[config.mk]
export PLATFORM = sky130hd
export DESIGN_NAME = addressable_led_bit_encoder
export DESIGN_NICKNAME = d
export VERILOG_FILES = /design/src/hdl/albe_pkg.sv /design/src/hdl/albe_scale.sv /design/src/hdl/albe_serial.sv /design/src/hdl/addressable_led_bit_encoder.sv
export SDC_FILE = /design/constraint.sdc
export NUM_CORES = 1
export LEC_CHECK = 0
export BUFFER_PORTS_ARGS = -buffer_cell sky130_fd_sc_hd__buf_2
export CAP_MARGIN = 20
export CELL_PAD_IN_SITES_DETAIL_PLACEMENT = 1
export CELL_PAD_IN_SITES_GLOBAL_PLACEMENT = 2
export CORE_UTILIZATION = 47
export CTS_CLUSTER_SIZE = 16
export DETAILED_ROUTE_END_ITERATION = 7
export PLACE_DENSITY = 0.9
export SYNTH_ARGS = -nofsm -noshare
export SYNTH_HDL_FRONTEND = slang
export SYNTH_SLANG_ARGS = --single-unit
[constraint.sdc]
create_clock -name clk -period 8 [get_ports clk]
set_input_delay 1.6 -clock clk [delete_from_list [all_inputs] [get_ports clk]]
set_output_delay 1.6 -clock clk [all_outputs]
set_load 0.02 [all_outputs]
[src/hdl/albe_pkg.sv]
// Shared types and constants for the addressable LED bit encoder.
// No dependencies; used by every module in hdl/.
`default_nettype none

package albe_pkg;

  localparam int unsigned BITS_PER_PIXEL = 24;
  localparam int unsigned CNT_W          = 5;
  localparam int unsigned CFG_ADDR_W     = 3;
  localparam int unsigned CFG_DATA_W     = 8;
  localparam int unsigned PROD_W         = 15;   // 8-bit colour times 7-bit brightness
  localparam int unsigned RECIP_W        = 13;
  localparam int unsigned RECIP_SHIFT    = 19;

  // floor(x / 100) == (x * 5243) >> 19 for every x up to 255 * 100
  localparam logic [RECIP_W-1:0] RECIP_100 = 13'd5243;

  localparam logic [6:0] BRIGHT_MAX   = 7'd100;
  localparam logic [6:0] BRIGHT_RST   = 7'd50;
  localparam logic [7:0] ZERO_CODE_RST = 8'd33;
  localparam logic [7:0] ONE_CODE_RST  = 8'd66;
  localparam logic [7:0] RESET_SLOTS_RST = 8'd50;
  localparam logic [7:0] LED_COUNT_RST  = 8'd20;

  // configuration register indexes
  localparam logic [CFG_ADDR_W-1:0] REG_BRIGHTNESS  = 3'd0;
  localparam logic [CFG_ADDR_W-1:0] REG_ZERO_CODE   = 3'd1;
  localparam logic [CFG_ADDR_W-1:0] REG_ONE_CODE    = 3'd2;
  localparam logic [CFG_ADDR_W-1:0] REG_RESET_SLOTS = 3'd3;
  localparam logic [CFG_ADDR_W-1:0] REG_LED_COUNT   = 3'd4;

  // serialiser slot positions
  localparam logic [CNT_W-1:0] SLOT_LAST_BIT = 5'd23;
  localparam logic [CNT_W-1:0] SLOT_RESET    = 5'd24;

  // scaled pixel handed from the scaling pipe to the serialiser
  typedef struct packed {
    logic [BITS_PER_PIXEL-1:0] grb;
    logic                      has_reset;
  } pix_word_t;

  // line codes used by the serialiser
  typedef struct packed {
    logic [7:0] zero_code;
    logic [7:0] one_code;
    logic [7:0] reset_slots;
  } line_codes_t;

endpackage

`default_nettype wire

[src/hdl/albe_scale.sv]
// Scaling pipe: index filter and colour multiply, then divide by 100.
// Two register stages; depends on albe_pkg.
`default_nettype none

module albe_scale (
  input  wire logic              clk,
  input  wire logic              rst_n,
  input  wire logic              pix_valid,
  output logic                   pix_ready,
  input  wire logic [7:0]        pix_index,
  input  wire logic [7:0]        red,
  input  wire logic [7:0]        green,
  input  wire logic [7:0]        blue,
  input  wire logic [6:0]        brightness,
  input  wire logic [7:0]        led_count,
  input  wire logic [7:0]        reset_slots,
  output logic                   word_valid,
  input  wire logic              word_ready,
  output albe_pkg::pix_word_t    word
);

  // stage A: products
  logic                             a_valid_r;
  logic [albe_pkg::PROD_W-1:0]      a_prod_r_r, a_prod_g_r, a_prod_b_r;
  logic                             a_has_reset_r;
  // stage B: quotients
  logic                             b_valid_r;
  logic [7:0]                       b_r_r, b_g_r, b_b_r;
  logic                             b_has_reset_r;

  logic                             keep;
  logic                             ends_frame;
  logic                             a_ready;
  logic                             a_to_b;
  logic [albe_pkg::PROD_W+albe_pkg::RECIP_W-1:0] q_r, q_g, q_b;

  assign keep       = pix_index < led_count;
  assign ends_frame = ({1'b0, pix_index} + 9'd1) == {1'b0, led_count};

  assign a_to_b    = a_valid_r && (!b_valid_r || word_ready);
  assign a_ready   = !a_valid_r || a_to_b;
  assign pix_ready = a_ready;

  assign q_r = {{albe_pkg::RECIP_W{1'b0}}, a_prod_r_r} *
               {{albe_pkg::PROD_W{1'b0}}, albe_pkg::RECIP_100};
  assign q_g = {{albe_pkg::RECIP_W{1'b0}}, a_prod_g_r} *
               {{albe_pkg::PROD_W{1'b0}}, albe_pkg::RECIP_100};
  assign q_b = {{albe_pkg::RECIP_W{1'b0}}, a_prod_b_r} *
               {{albe_pkg::PROD_W{1'b0}}, albe_pkg::RECIP_100};

  always_ff @(posedge clk) begin
    if (!rst_n) begin
      a_valid_r <= 1'b0;
      b_valid_r <= 1'b0;
    end else begin
      if (a_ready) begin
        a_valid_r <= pix_valid && keep;
      end
      if (!b_valid_r || word_ready) begin
        b_valid_r <= a_valid_r;
      end
    end
  end

  always_ff @(posedge clk) begin
    if (a_ready) begin
      a_prod_r_r    <= {7'd0, red}   * {8'd0, brightness};
      a_prod_g_r    <= {7'd0, green} * {8'd0, brightness};
      a_prod_b_r    <= {7'd0, blue}  * {8'd0, brightness};
      a_has_reset_r <= ends_frame && (reset_slots != 8'd0);
    end
    if (!b_valid_r || word_ready) begin
      b_r_r         <= q_r[albe_pkg::RECIP_SHIFT +: 8];
      b_g_r         <= q_g[albe_pkg::RECIP_SHIFT +: 8];
      b_b_r         <= q_b[albe_pkg::RECIP_SHIFT +: 8];
      b_has_reset_r <= a_has_reset_r;
    end
  end

  assign word_valid     = b_valid_r;
  assign word.grb       = {b_g_r, b_r_r, b_b_r};
  assign word.has_reset = b_has_reset_r;

endmodule

`default_nettype wire

[src/hdl/albe_serial.sv]
// Bit serialiser and output register: one slot result per cycle while the receiver keeps res_ready high.
// Depends on albe_pkg.
`default_nettype none

module albe_serial (
  input  wire logic                  clk,
  input  wire logic                  rst_n,
  input  wire logic                  word_valid,
  output logic                       word_ready,
  input  wire albe_pkg::pix_word_t   word,
  input  wire albe_pkg::line_codes_t codes,
  output logic                       res_valid,
  input  wire logic                  res_ready,
  output logic [7:0]                 res_duty,
  output logic [7:0]                 res_slots,
  output logic                       res_frame_end,
  output logic                       res_last
);

  logic                                ser_valid_r;
  logic [albe_pkg::BITS_PER_PIXEL-1:0] ser_word_r;
  logic [albe_pkg::CNT_W-1:0]          ser_cnt_r;
  logic                                ser_has_reset_r;

  logic                                out_valid_r;
  logic [7:0]                          out_duty_r;
  logic [7:0]                          out_slots_r;
  logic                                out_frame_end_r;
  logic                                out_last_r;

  logic                                is_reset_slot;
  logic                                ser_last;
  logic                                out_load;
  logic                                ser_take;
  logic [7:0]                          slot_duty;

  assign is_reset_slot = ser_cnt_r == albe_pkg::SLOT_RESET;
  assign ser_last      = is_reset_slot ||
                         (ser_cnt_r == albe_pkg::SLOT_LAST_BIT && !ser_has_reset_r);
  assign out_load      = ser_valid_r && (!out_valid_r || res_ready);
  assign ser_take      = word_valid && (!ser_valid_r || (out_load && ser_last));
  assign word_ready    = !ser_valid_r || (out_load && ser_last);

  always_comb begin
    if (is_reset_slot) begin
      slot_duty = 8'd0;
    end else if (ser_word_r[albe_pkg::BITS_PER_PIXEL-1]) begin
      slot_duty = codes.one_code;
    end else begin
      slot_duty = codes.zero_code;
    end
  end

  always_ff @(posedge clk) begin
    if (!rst_n) begin
      ser_valid_r <= 1'b0;
      out_valid_r <= 1'b0;
    end else begin
      if (ser_take) begin
        ser_valid_r <= 1'b1;
      end else if (out_load && ser_last) begin
        ser_valid_r <= 1'b0;
      end
      if (out_load) begin
        out_valid_r <= 1'b1;
      end else if (res_ready) begin
        out_valid_r <= 1'b0;
      end
    end
  end

  always_ff @(posedge clk) begin
    if (ser_take) begin
      ser_word_r      <= word.grb;
      ser_has_reset_r <= word.has_reset;
      ser_cnt_r       <= '0;
    end else if (out_load) begin
      // advance to the next bit, MSB first
      ser_word_r <= {ser_word_r[albe_pkg::BITS_PER_PIXEL-2:0], 1'b0};
      ser_cnt_r  <= ser_cnt_r + 5'd1;
    end
    if (out_load) begin
      out_duty_r      <= slot_duty;
      out_slots_r     <= is_reset_slot ? codes.reset_slots : 8'd1;
      out_frame_end_r <= is_reset_slot;
      out_last_r      <= ser_last;
    end
  end

  assign res_valid     = out_valid_r;
  assign res_duty      = out_duty_r;
  assign res_slots     = out_slots_r;
  assign res_frame_end = out_frame_end_r;
  assign res_last      = out_last_r;

endmodule

`default_nettype wire

[src/hdl/addressable_led_bit_encoder.sv]
// Top level of the addressable LED bit encoder: configuration registers,
// scaling pipe and serialiser. Depends on albe_pkg, albe_scale, albe_serial.
//
// Use: one request on the in_ channel is one pixel (LED index, red, green,
// blue). A pixel whose index is at or beyond led_count is taken and dropped.
// Every kept pixel is scaled by brightness (floor(c * brightness / 100)) and
// sent as 24 slot requests on the out_ channel, green, red, blue, MSB first,
// each with duty one_code or zero_code and slot count 1. The pixel at index
// led_count-1 adds a 25th request: duty 0 for reset_slots slots, with
// frame_end set (left out when reset_slots is 0). tlast marks the final
// request of each pixel.
// The edge that takes a pixel loads the multiply stage; the divide-by-100
// stage, the serialiser and the output register then load in that order.
// Throughput: one slot request per cycle while out_tready is high; the
// serialiser emits one bit a cycle and so sets the pace at which pixels
// are taken. Pixels queue in the two scaling stages while the serialiser works.
// Stall: when out_tready is low the output register holds its request and
// back-pressure reaches in_tready; nothing is lost or repeated.
// Reset (rst_n low, synchronous): empty the pipe, load default registers.
// Write configuration only while the block is idle.
`default_nettype none

module addressable_led_bit_encoder (
  input  wire logic                            clk,
  input  wire logic                            rst_n,
  // configuration write port
  input  wire logic                            cfg_we,
  input  wire logic [albe_pkg::CFG_ADDR_W-1:0] cfg_addr,
  input  wire logic [albe_pkg::CFG_DATA_W-1:0] cfg_wdata,
  // pixel input
  input  wire logic                            in_tvalid,
  output logic                                 in_tready,
  input  wire logic [31:0]                     in_tdata,  // pix_index, red, green, blue
  // slot results
  output logic                                 out_tvalid,
  input  wire logic                            out_tready,
  output logic [15:0]                          out_tdata, // duty, slot_count
  output logic                                 out_tuser, // frame_end
  output logic                                 out_tlast
);

  logic [6:0] brightness_r;
  logic [7:0] zero_code_r;
  logic [7:0] one_code_r;
  logic [7:0] reset_slots_r;
  logic [7:0] led_count_r;

  logic                  word_valid;
  logic                  word_ready;
  albe_pkg::pix_word_t   word;
  albe_pkg::line_codes_t codes;

  // Register writes; a brightness whose low 7 bits exceed 100 is dropped.
  always_ff @(posedge clk) begin
    if (!rst_n) begin
      brightness_r  <= albe_pkg::BRIGHT_RST;
      zero_code_r   <= albe_pkg::ZERO_CODE_RST;
      one_code_r    <= albe_pkg::ONE_CODE_RST;
      reset_slots_r <= albe_pkg::RESET_SLOTS_RST;
      led_count_r   <= albe_pkg::LED_COUNT_RST;
    end else if (cfg_we) begin
      unique case (cfg_addr)
        albe_pkg::REG_BRIGHTNESS: begin
          if (cfg_wdata[6:0] <= albe_pkg::BRIGHT_MAX) begin
            brightness_r <= cfg_wdata[6:0];
          end
        end
        albe_pkg::REG_ZERO_CODE:   zero_code_r   <= cfg_wdata;
        albe_pkg::REG_ONE_CODE:    one_code_r    <= cfg_wdata;
        albe_pkg::REG_RESET_SLOTS: reset_slots_r <= cfg_wdata;
        albe_pkg::REG_LED_COUNT:   led_count_r   <= cfg_wdata;
        default: ;
      endcase
    end
  end

  assign codes.zero_code   = zero_code_r;
  assign codes.one_code    = one_code_r;
  assign codes.reset_slots = reset_slots_r;

  albe_scale u_scale (
    .clk         (clk),
    .rst_n       (rst_n),
    .pix_valid   (in_tvalid),
    .pix_ready   (in_tready),
    .pix_index   (in_tdata[7:0]),
    .red         (in_tdata[15:8]),
    .green       (in_tdata[23:16]),
    .blue        (in_tdata[31:24]),
    .brightness  (brightness_r),
    .led_count   (led_count_r),
    .reset_slots (reset_slots_r),
    .word_valid  (word_valid),
    .word_ready  (word_ready),
    .word        (word)
  );

  albe_serial u_serial (
    .clk           (clk),
    .rst_n         (rst_n),
    .word_valid    (word_valid),
    .word_ready    (word_ready),
    .word          (word),
    .codes         (codes),
    .res_valid     (out_tvalid),
    .res_ready     (out_tready),
    .res_duty      (out_tdata[7:0]),
    .res_slots     (out_tdata[15:8]),
    .res_frame_end (out_tuser),
    .res_last      (out_tlast)
  );

`ifndef SYNTHESIS
  // the reset-period request closes the pixel and carries the latch length
  a_reset_slot: assert property (@(posedge clk) disable iff (!rst_n)
    out_tvalid && out_tuser |-> out_tlast && out_tdata[7:0] == 8'd0 &&
                                out_tdata[15:8] == reset_slots_r)
    else $error("reset slot request malformed");

  // every data bit lasts exactly one slot and uses one of the two codes
  a_data_slot: assert property (@(posedge clk) disable iff (!rst_n)
    out_tvalid && !out_tuser |-> out_tdata[15:8] == 8'd1 &&
      (out_tdata[7:0] == zero_code_r || out_tdata[7:0] == one_code_r))
    else $error("data slot request malformed");

  // brightness never holds a value above full scale
  a_bright_range: assert property (@(posedge clk) disable iff (!rst_n)
    brightness_r <= albe_pkg::BRIGHT_MAX)
    else $error("brightness out of range");
`endif

endmodule

`default_nettype wire

; Yosys cells after proc, flatten, opt, wreduce, memory -nomap -nowiden
; Cells that the tools add are included.
; Widths: inputs -> output; s select.
[op_classes]
n_mul = 6
n_lt_le_gt_ge = 2
eq_ne = 7
n_reduce_logical = 27
muxes = 7
add_sub_neg = 2
[ops]
columns = operator, count
row1 = $mul 15x13->27 const B, 3
row2 = $mux 24, 2
row3 = $mul 8x7->15, 3
row4 = $eq 5x5->1 const B, 2
row5 = $add 8x1->9 const B, 1
row6 = $eq 9x8->1, 1
row7 = $lt 8x8->1, 1
row8 = $mux 8, 1
row9 = $reduce_and 2->1, 4
row10 = $reduce_bool 8->1, 1
row11 = $le 7x7->1 const B, 1
row12 = $logic_and 1x1->1, 7
row13 = $eq 3x2->1 const B, 2
row14 = $reduce_bool 2->1, 3
row15 = $add 5x1->5 const B, 1
row16 = $logic_not 1->1, 5
row17 = $logic_or 1x1->1, 5
row18 = $mux 1, 4
row19 = $eq 3x1->1 const B, 1
row20 = $eq 3x3->1 const B, 1
row21 = $logic_not 3->1, 1
row22 = $reduce_and 3->1, 1
[word_totals]
wordCells = 75
in_bits = 48
reg_bits = 162
out_inout_bits = 20

; Depth between registers and ports, before layout
[depth]
word_depth = 8
depth_mapped = 18
depth_no_buf = 18

; Cells and area by module
; From an unflattened synthesis, not the netlist that was laid out.
[hier_totals]
cells_unflattened = 2115
hier_area_um2 = 22069.9
[by_module_without_submodules]
columns = mod, instances, cells_per_inst, area_each_um2, seq_area_each_um2
row1 = albe_scale, 1, 1806, 18208.7, 2172.1
row2 = albe_serial, 1, 156, 2301.0, 1431.4
row3 = addressable_led_bit_encoder, 1, 153, 1560.2, 780.7

; Worst setup path before layout
; OpenSTA, ideal clock, no wires.
[synth_timing]
path_type = input-to-reg
start = in in_tdata[21]
end = reg u_scale.a_prod_g_r[12] (netlist name), data pin
path_stages = 16
path_buffers = 0
slack_ps = 2691
t_arrival_ps = 5051
setup_ps = 258
cell_sequence = and2_1 > fa_1 > inv_1 > fa_1 > inv_1 > fa_1 > inv_1 > fa_1 > inv_1 > ha_1 > nor2b_1 > o211ai_1 > nand2_1 > a41oi_1 > nor2b_1 > xnor2_1
[synth_via]
elab_chain_cells = 1
[synth_lines]
columns = element, line_no
row1 = from (decl), addressable_led_bit_encoder.sv:33  ; input wire logic [31:0] in_tdata,
row2 = $mul 8x7->15, albe_scale.sv:68  ; a_prod_g_r <= {7'd0, green} * {8'd0, brightness};
row3 = to (signal assigned), albe_scale.sv:68
row4 = to (decl), albe_scale.sv:24  ; logic [albe_pkg::PROD_W-1:0] a_prod_r_r, a_prod_g_r, a_prod_b_r;
; No other way between the ends.
; A chain may end at the register's enable or synchronous reset.

; Worst setup path in the final report
[layout_timing]
start = reg u_scale.a_prod_r_r[9] (netlist name)
end = reg u_scale.b_r_r[7], data pin
[layout_via]
elab_chain_cells = 1
[layout_lines]
columns = element, line_no
row1 = from (decl), albe_scale.sv:24
row2 = from (signal assigned), albe_scale.sv:67  ; a_prod_r_r <= {7'd0, red} * {8'd0, brightness};
row3 = $mul 15x13->27, albe_scale.sv:44  ; assign q_r = {{albe_pkg::RECIP_W{1'b0}}, a_prod_r_r} *
row4 = "via u_scale.q_r, one bit", albe_scale.sv:35  ; logic [albe_pkg::PROD_W+albe_pkg::RECIP_W-1:0] q_r, q_g, q_b;
row5 = to (signal assigned), albe_scale.sv:73  ; b_r_r <= q_r[albe_pkg::RECIP_SHIFT +: 8];
row6 = to (decl), albe_scale.sv:28  ; logic [7:0] b_r_r, b_g_r, b_b_r;
; The timed path passes the listed nets, and every way through them passes these cells.

==> metrics.md <==
| Metric | Value |
|---|---|
| Status | `completed` |
| DIE AREA | `47000 sq um` |
| Met2 GRT Util | `0.410` |
| Via count | `14200` |
| Drt first pass iters | `4` |
| CP Class | `reg -> reg` |
| Syn avg cell area | `10.3 sq um` |
| MaxCap Viol Count | `0` |
| Root Driver | `clkbuf_16` |
| Core box area | `45400 sq um` |
| I/O pin cnt | `68` |
| Global placement routability congestion | `0.863` |
| DR WL/cell | `17.4 um` |
| Crit-path max FO | `6` |
| Final setup violation count | `0` |
| Worst Tran Pin Value | `1.06 ns` |
| IO Port Bufs | `67` |
| Post-synth cell types | `53` |
| Setup Skew | `0.0153 ns` |
| RSZ-0062 raised after global routing | `no` |
| Seq/Total Area, Yosys | `0.202` |
| Clk sink count | `162` |
| Cell count after synthesis | `2095` |
| Post-synth EDFFs | `114` |
| Mapped Area | `21700 sq um` |
| Die Y | `217 um` |
| CTS tree | `done` |
| Post-Syn Nets | `2838` |
| All-Layer GR Usage | `0.220` |
| CP delay by family, top | `adder cells` |
| Worst endpoint required time | `8.23 ns` |
| Placement Rows | `78` |
| Post-CTS resize count | `0` |
| Final Cycle Share | `0.695` |
| Multi-input gate area | `15400 sq um` |
| Wirelength, routed | `48.4 mm` |
| Met1 usage | `0.262` |
| Grt total ovfl | `0` |
| Largest net degree at the start of global routing | `49` |
| Dpl hpwl | `41.2 mm` |
| Total CTS buffers | `17` |
| Met3 usage | `0.0296` |
| Initial core utilization | `0.477` |
| Layout cells sized above 1 | `0.0712` |
| Starting DRC count in detailed routing | `394` |
| Synthesized flop and latch total | `162` |
| Detail Route Antenna Nets | `0` |
| Clk Latency, worst-skew pair | `0.49 ns` |
| Critical-path cell list | `fa_1 -> ha_1 -> inv_1 -> fa_1 -> inv_1 -> fa_1 -> inv_1 -> fa_1 -> inv_1 -> ha_1 -> nand2_1 -> o21ai_0 -> nor2_1 -> a211oi_1 -> a2111oi_2 -> o31ai_2 -> a21oi_2 -> xnor2_1` |
| Crit path arrival time | `5.79 ns` |
| Main flop type after synthesis | `edfxtp_1` |
| Post-layout nets | `2907` |
| Max_slew headroom | `0.290` |
| Tightest Hold Check Type | `reg -> reg` |
| Clock Tree Buf Depth | `2` |
| Crit path launch type | `flip-flop` |
| Ys Warns | `0` |
| CP max-delay cell | `a211oi_1` |
| Max Clk Rate | `180 MHz` |
| Die W | `217 um` |
| Worst Path Buf+Inv | `4` |
| Layout area overhead | `7.95%` |
| Clk pin slew, worst setup/hold paths | `0.07 ns` |
| Hold-fix buffers, CTS | `0` |
| Avg Vias per Cell | `5.13` |
| First-pass GRT wire length | `81.1 mm` |
| # DRC | `0` |
| Total negative slack | `0 ns` |
| CP peak stage delay | `0.57 ns` |
| Post-CTS setup buffers | `0` |
| Final hold vios | `0` |
| Vias in the first global route | `16300` |
| Critical Path Sink Type | `flip-flop` |
| Htree depth | `4` |
| Ys async rst share | `0` |
| Fillers | `5064` |
| Register area | `4380 sq um` |
| Final number of max-transition violations | `0` |
| Minimum clock period | `5.56 ns` |
| Initial antenna violation count | `7` |
| GRT busiest layer | `met2` |
## routing by layer
layer | wire (um) | part of all wire
met1 | 21000 | 0.43
met2 | 25300 | 0.52
met3 | 1150 | 0.024
met4 | 979 | 0.020
met5 | 32 | 0.00066
## final timing paths
kind              slack, ns                    end  cells after the start                   from
hold reg to reg        0.42  u_scale.b_has_reset_r                      0  u_scale.a_has_reset_r
hold / removal         0.42  u_scale.b_has_reset_r                      0  u_scale.a_has_reset_r
setup reg to reg       2.44       u_scale.b_r_r[7]                     18  u_scale.a_prod_r_r[9]
setup / recovery       2.44       u_scale.b_r_r[7]                     18  u_scale.a_prod_r_r[9]
## metrics by stage
step,cell area [sq um],cells,hold slack [ns],setup WS [ns],util
final,23400,2779,0.424,2.44,0.515
after global routing,23400,2778,0.433,2.21,0.515
after CTS,23400,2775,0.427,2.46,0.515
after detailed placement,22700,2743,0.408,2.20,0.501
after global placement,22700,2743,0.404,2.36,0.501
after floorplan,21700,2095,0.400,2.69,-
## cell usage after synthesis (22+ instances only)
cell      number  share of area
a21oi_1       59          0.014
and2_1       101          0.029
clkbuf_1      25         0.0043
dfxtp_1       48          0.044
edfxtp_1     114           0.16
fa_1         291           0.27
ha_1         404           0.23
inv_1        481          0.083
mux2_2        24          0.012
nand2_1      171          0.030
nor2_1        42         0.0073
nor2b_1       29         0.0084
o21ai_0       23         0.0053
xnor2_1       64          0.026
xor2_1        22         0.0089
## cell families (layout without fill, tap and decap cells)
family / Yosys count / count (layout) / synth area share
xor gates and xnor gates: 86 / 86 / 0.0348
adders and majority gates: 695 / 695 / 0.502
AOI/OAI and AO/OA: 189 / 189 / 0.0582
and+or+nand+nor: 410 / 410 / 0.0925
DFF: 162 / 162 / 0.202
muxes: 44 / 44 / 0.0217
buffers and inverters: 509 / 591 / 0.0883
other: 0 / 2 / 0
## final cells by class
cell class                 count  area share
multi-input combinational   1424       0.658
sequential                   162       0.187
inverter                     481      0.0772
tap                          600      0.0321
clock buffer                  17      0.0182
timing repair buffer          78      0.0180
clock inverter                15     0.00904
antenna                        2    0.000214
## worst register-to-register path, cell delays in order, from the launching register on
cell	delay (ns)
edfxtp_1	0.55
fa_1	0.53
ha_1	0.30
inv_1	0.06
fa_1	0.54
inv_1	0.05
fa_1	0.49
inv_1	0.06
fa_1	0.47
inv_1	0.05
ha_1	0.34
nand2_1	0.10
o21ai_0	0.29
nor2_1	0.14
a211oi_1	0.57
a2111oi_2	0.18
o31ai_2	0.35
a21oi_2	0.11
xnor2_1	0.13
## placed cells by master (no fill, tap or decap), types with 3 or more instances in the layout
master	count
fa_1	291
and3_1	3
nor3_1	10
buf_4	9
o21ai_0	23
nand4_1	8
inv_8	6
a31oi_1	6
a21oi_1	59
nand3_1	20
xor2_1	22
a21boi_0	19
mux2_2	24
o21a_1	16
nand2_1	171
a211oi_1	3
a21o_1	21
nor2b_1	27
and2_1	101
dfxtp_1	48
nor2_1	42
or2_2	8
edfxtp_1	114
ha_1	404
or3_1	4
o211ai_1	13
mux2i_1	20
xnor2_1	64
clkinv_8	6
o31ai_1	3
nand2b_1	6
inv_1	481
clkbuf_16	17
buf_2	67
a41oi_1	7
## state kept, by name (all words and copies together), names as in the netlist, 15 cells and up
register             flops
u_scale.a_prod_b_r      15
u_scale.a_prod_r_r      15
u_serial.ser_word_r     24
u_scale.a_prod_g_r      15
Power is left out: the tool's default activity adds up to more than one toggle a clock period on the data nets, which glitch-free logic cannot reach.
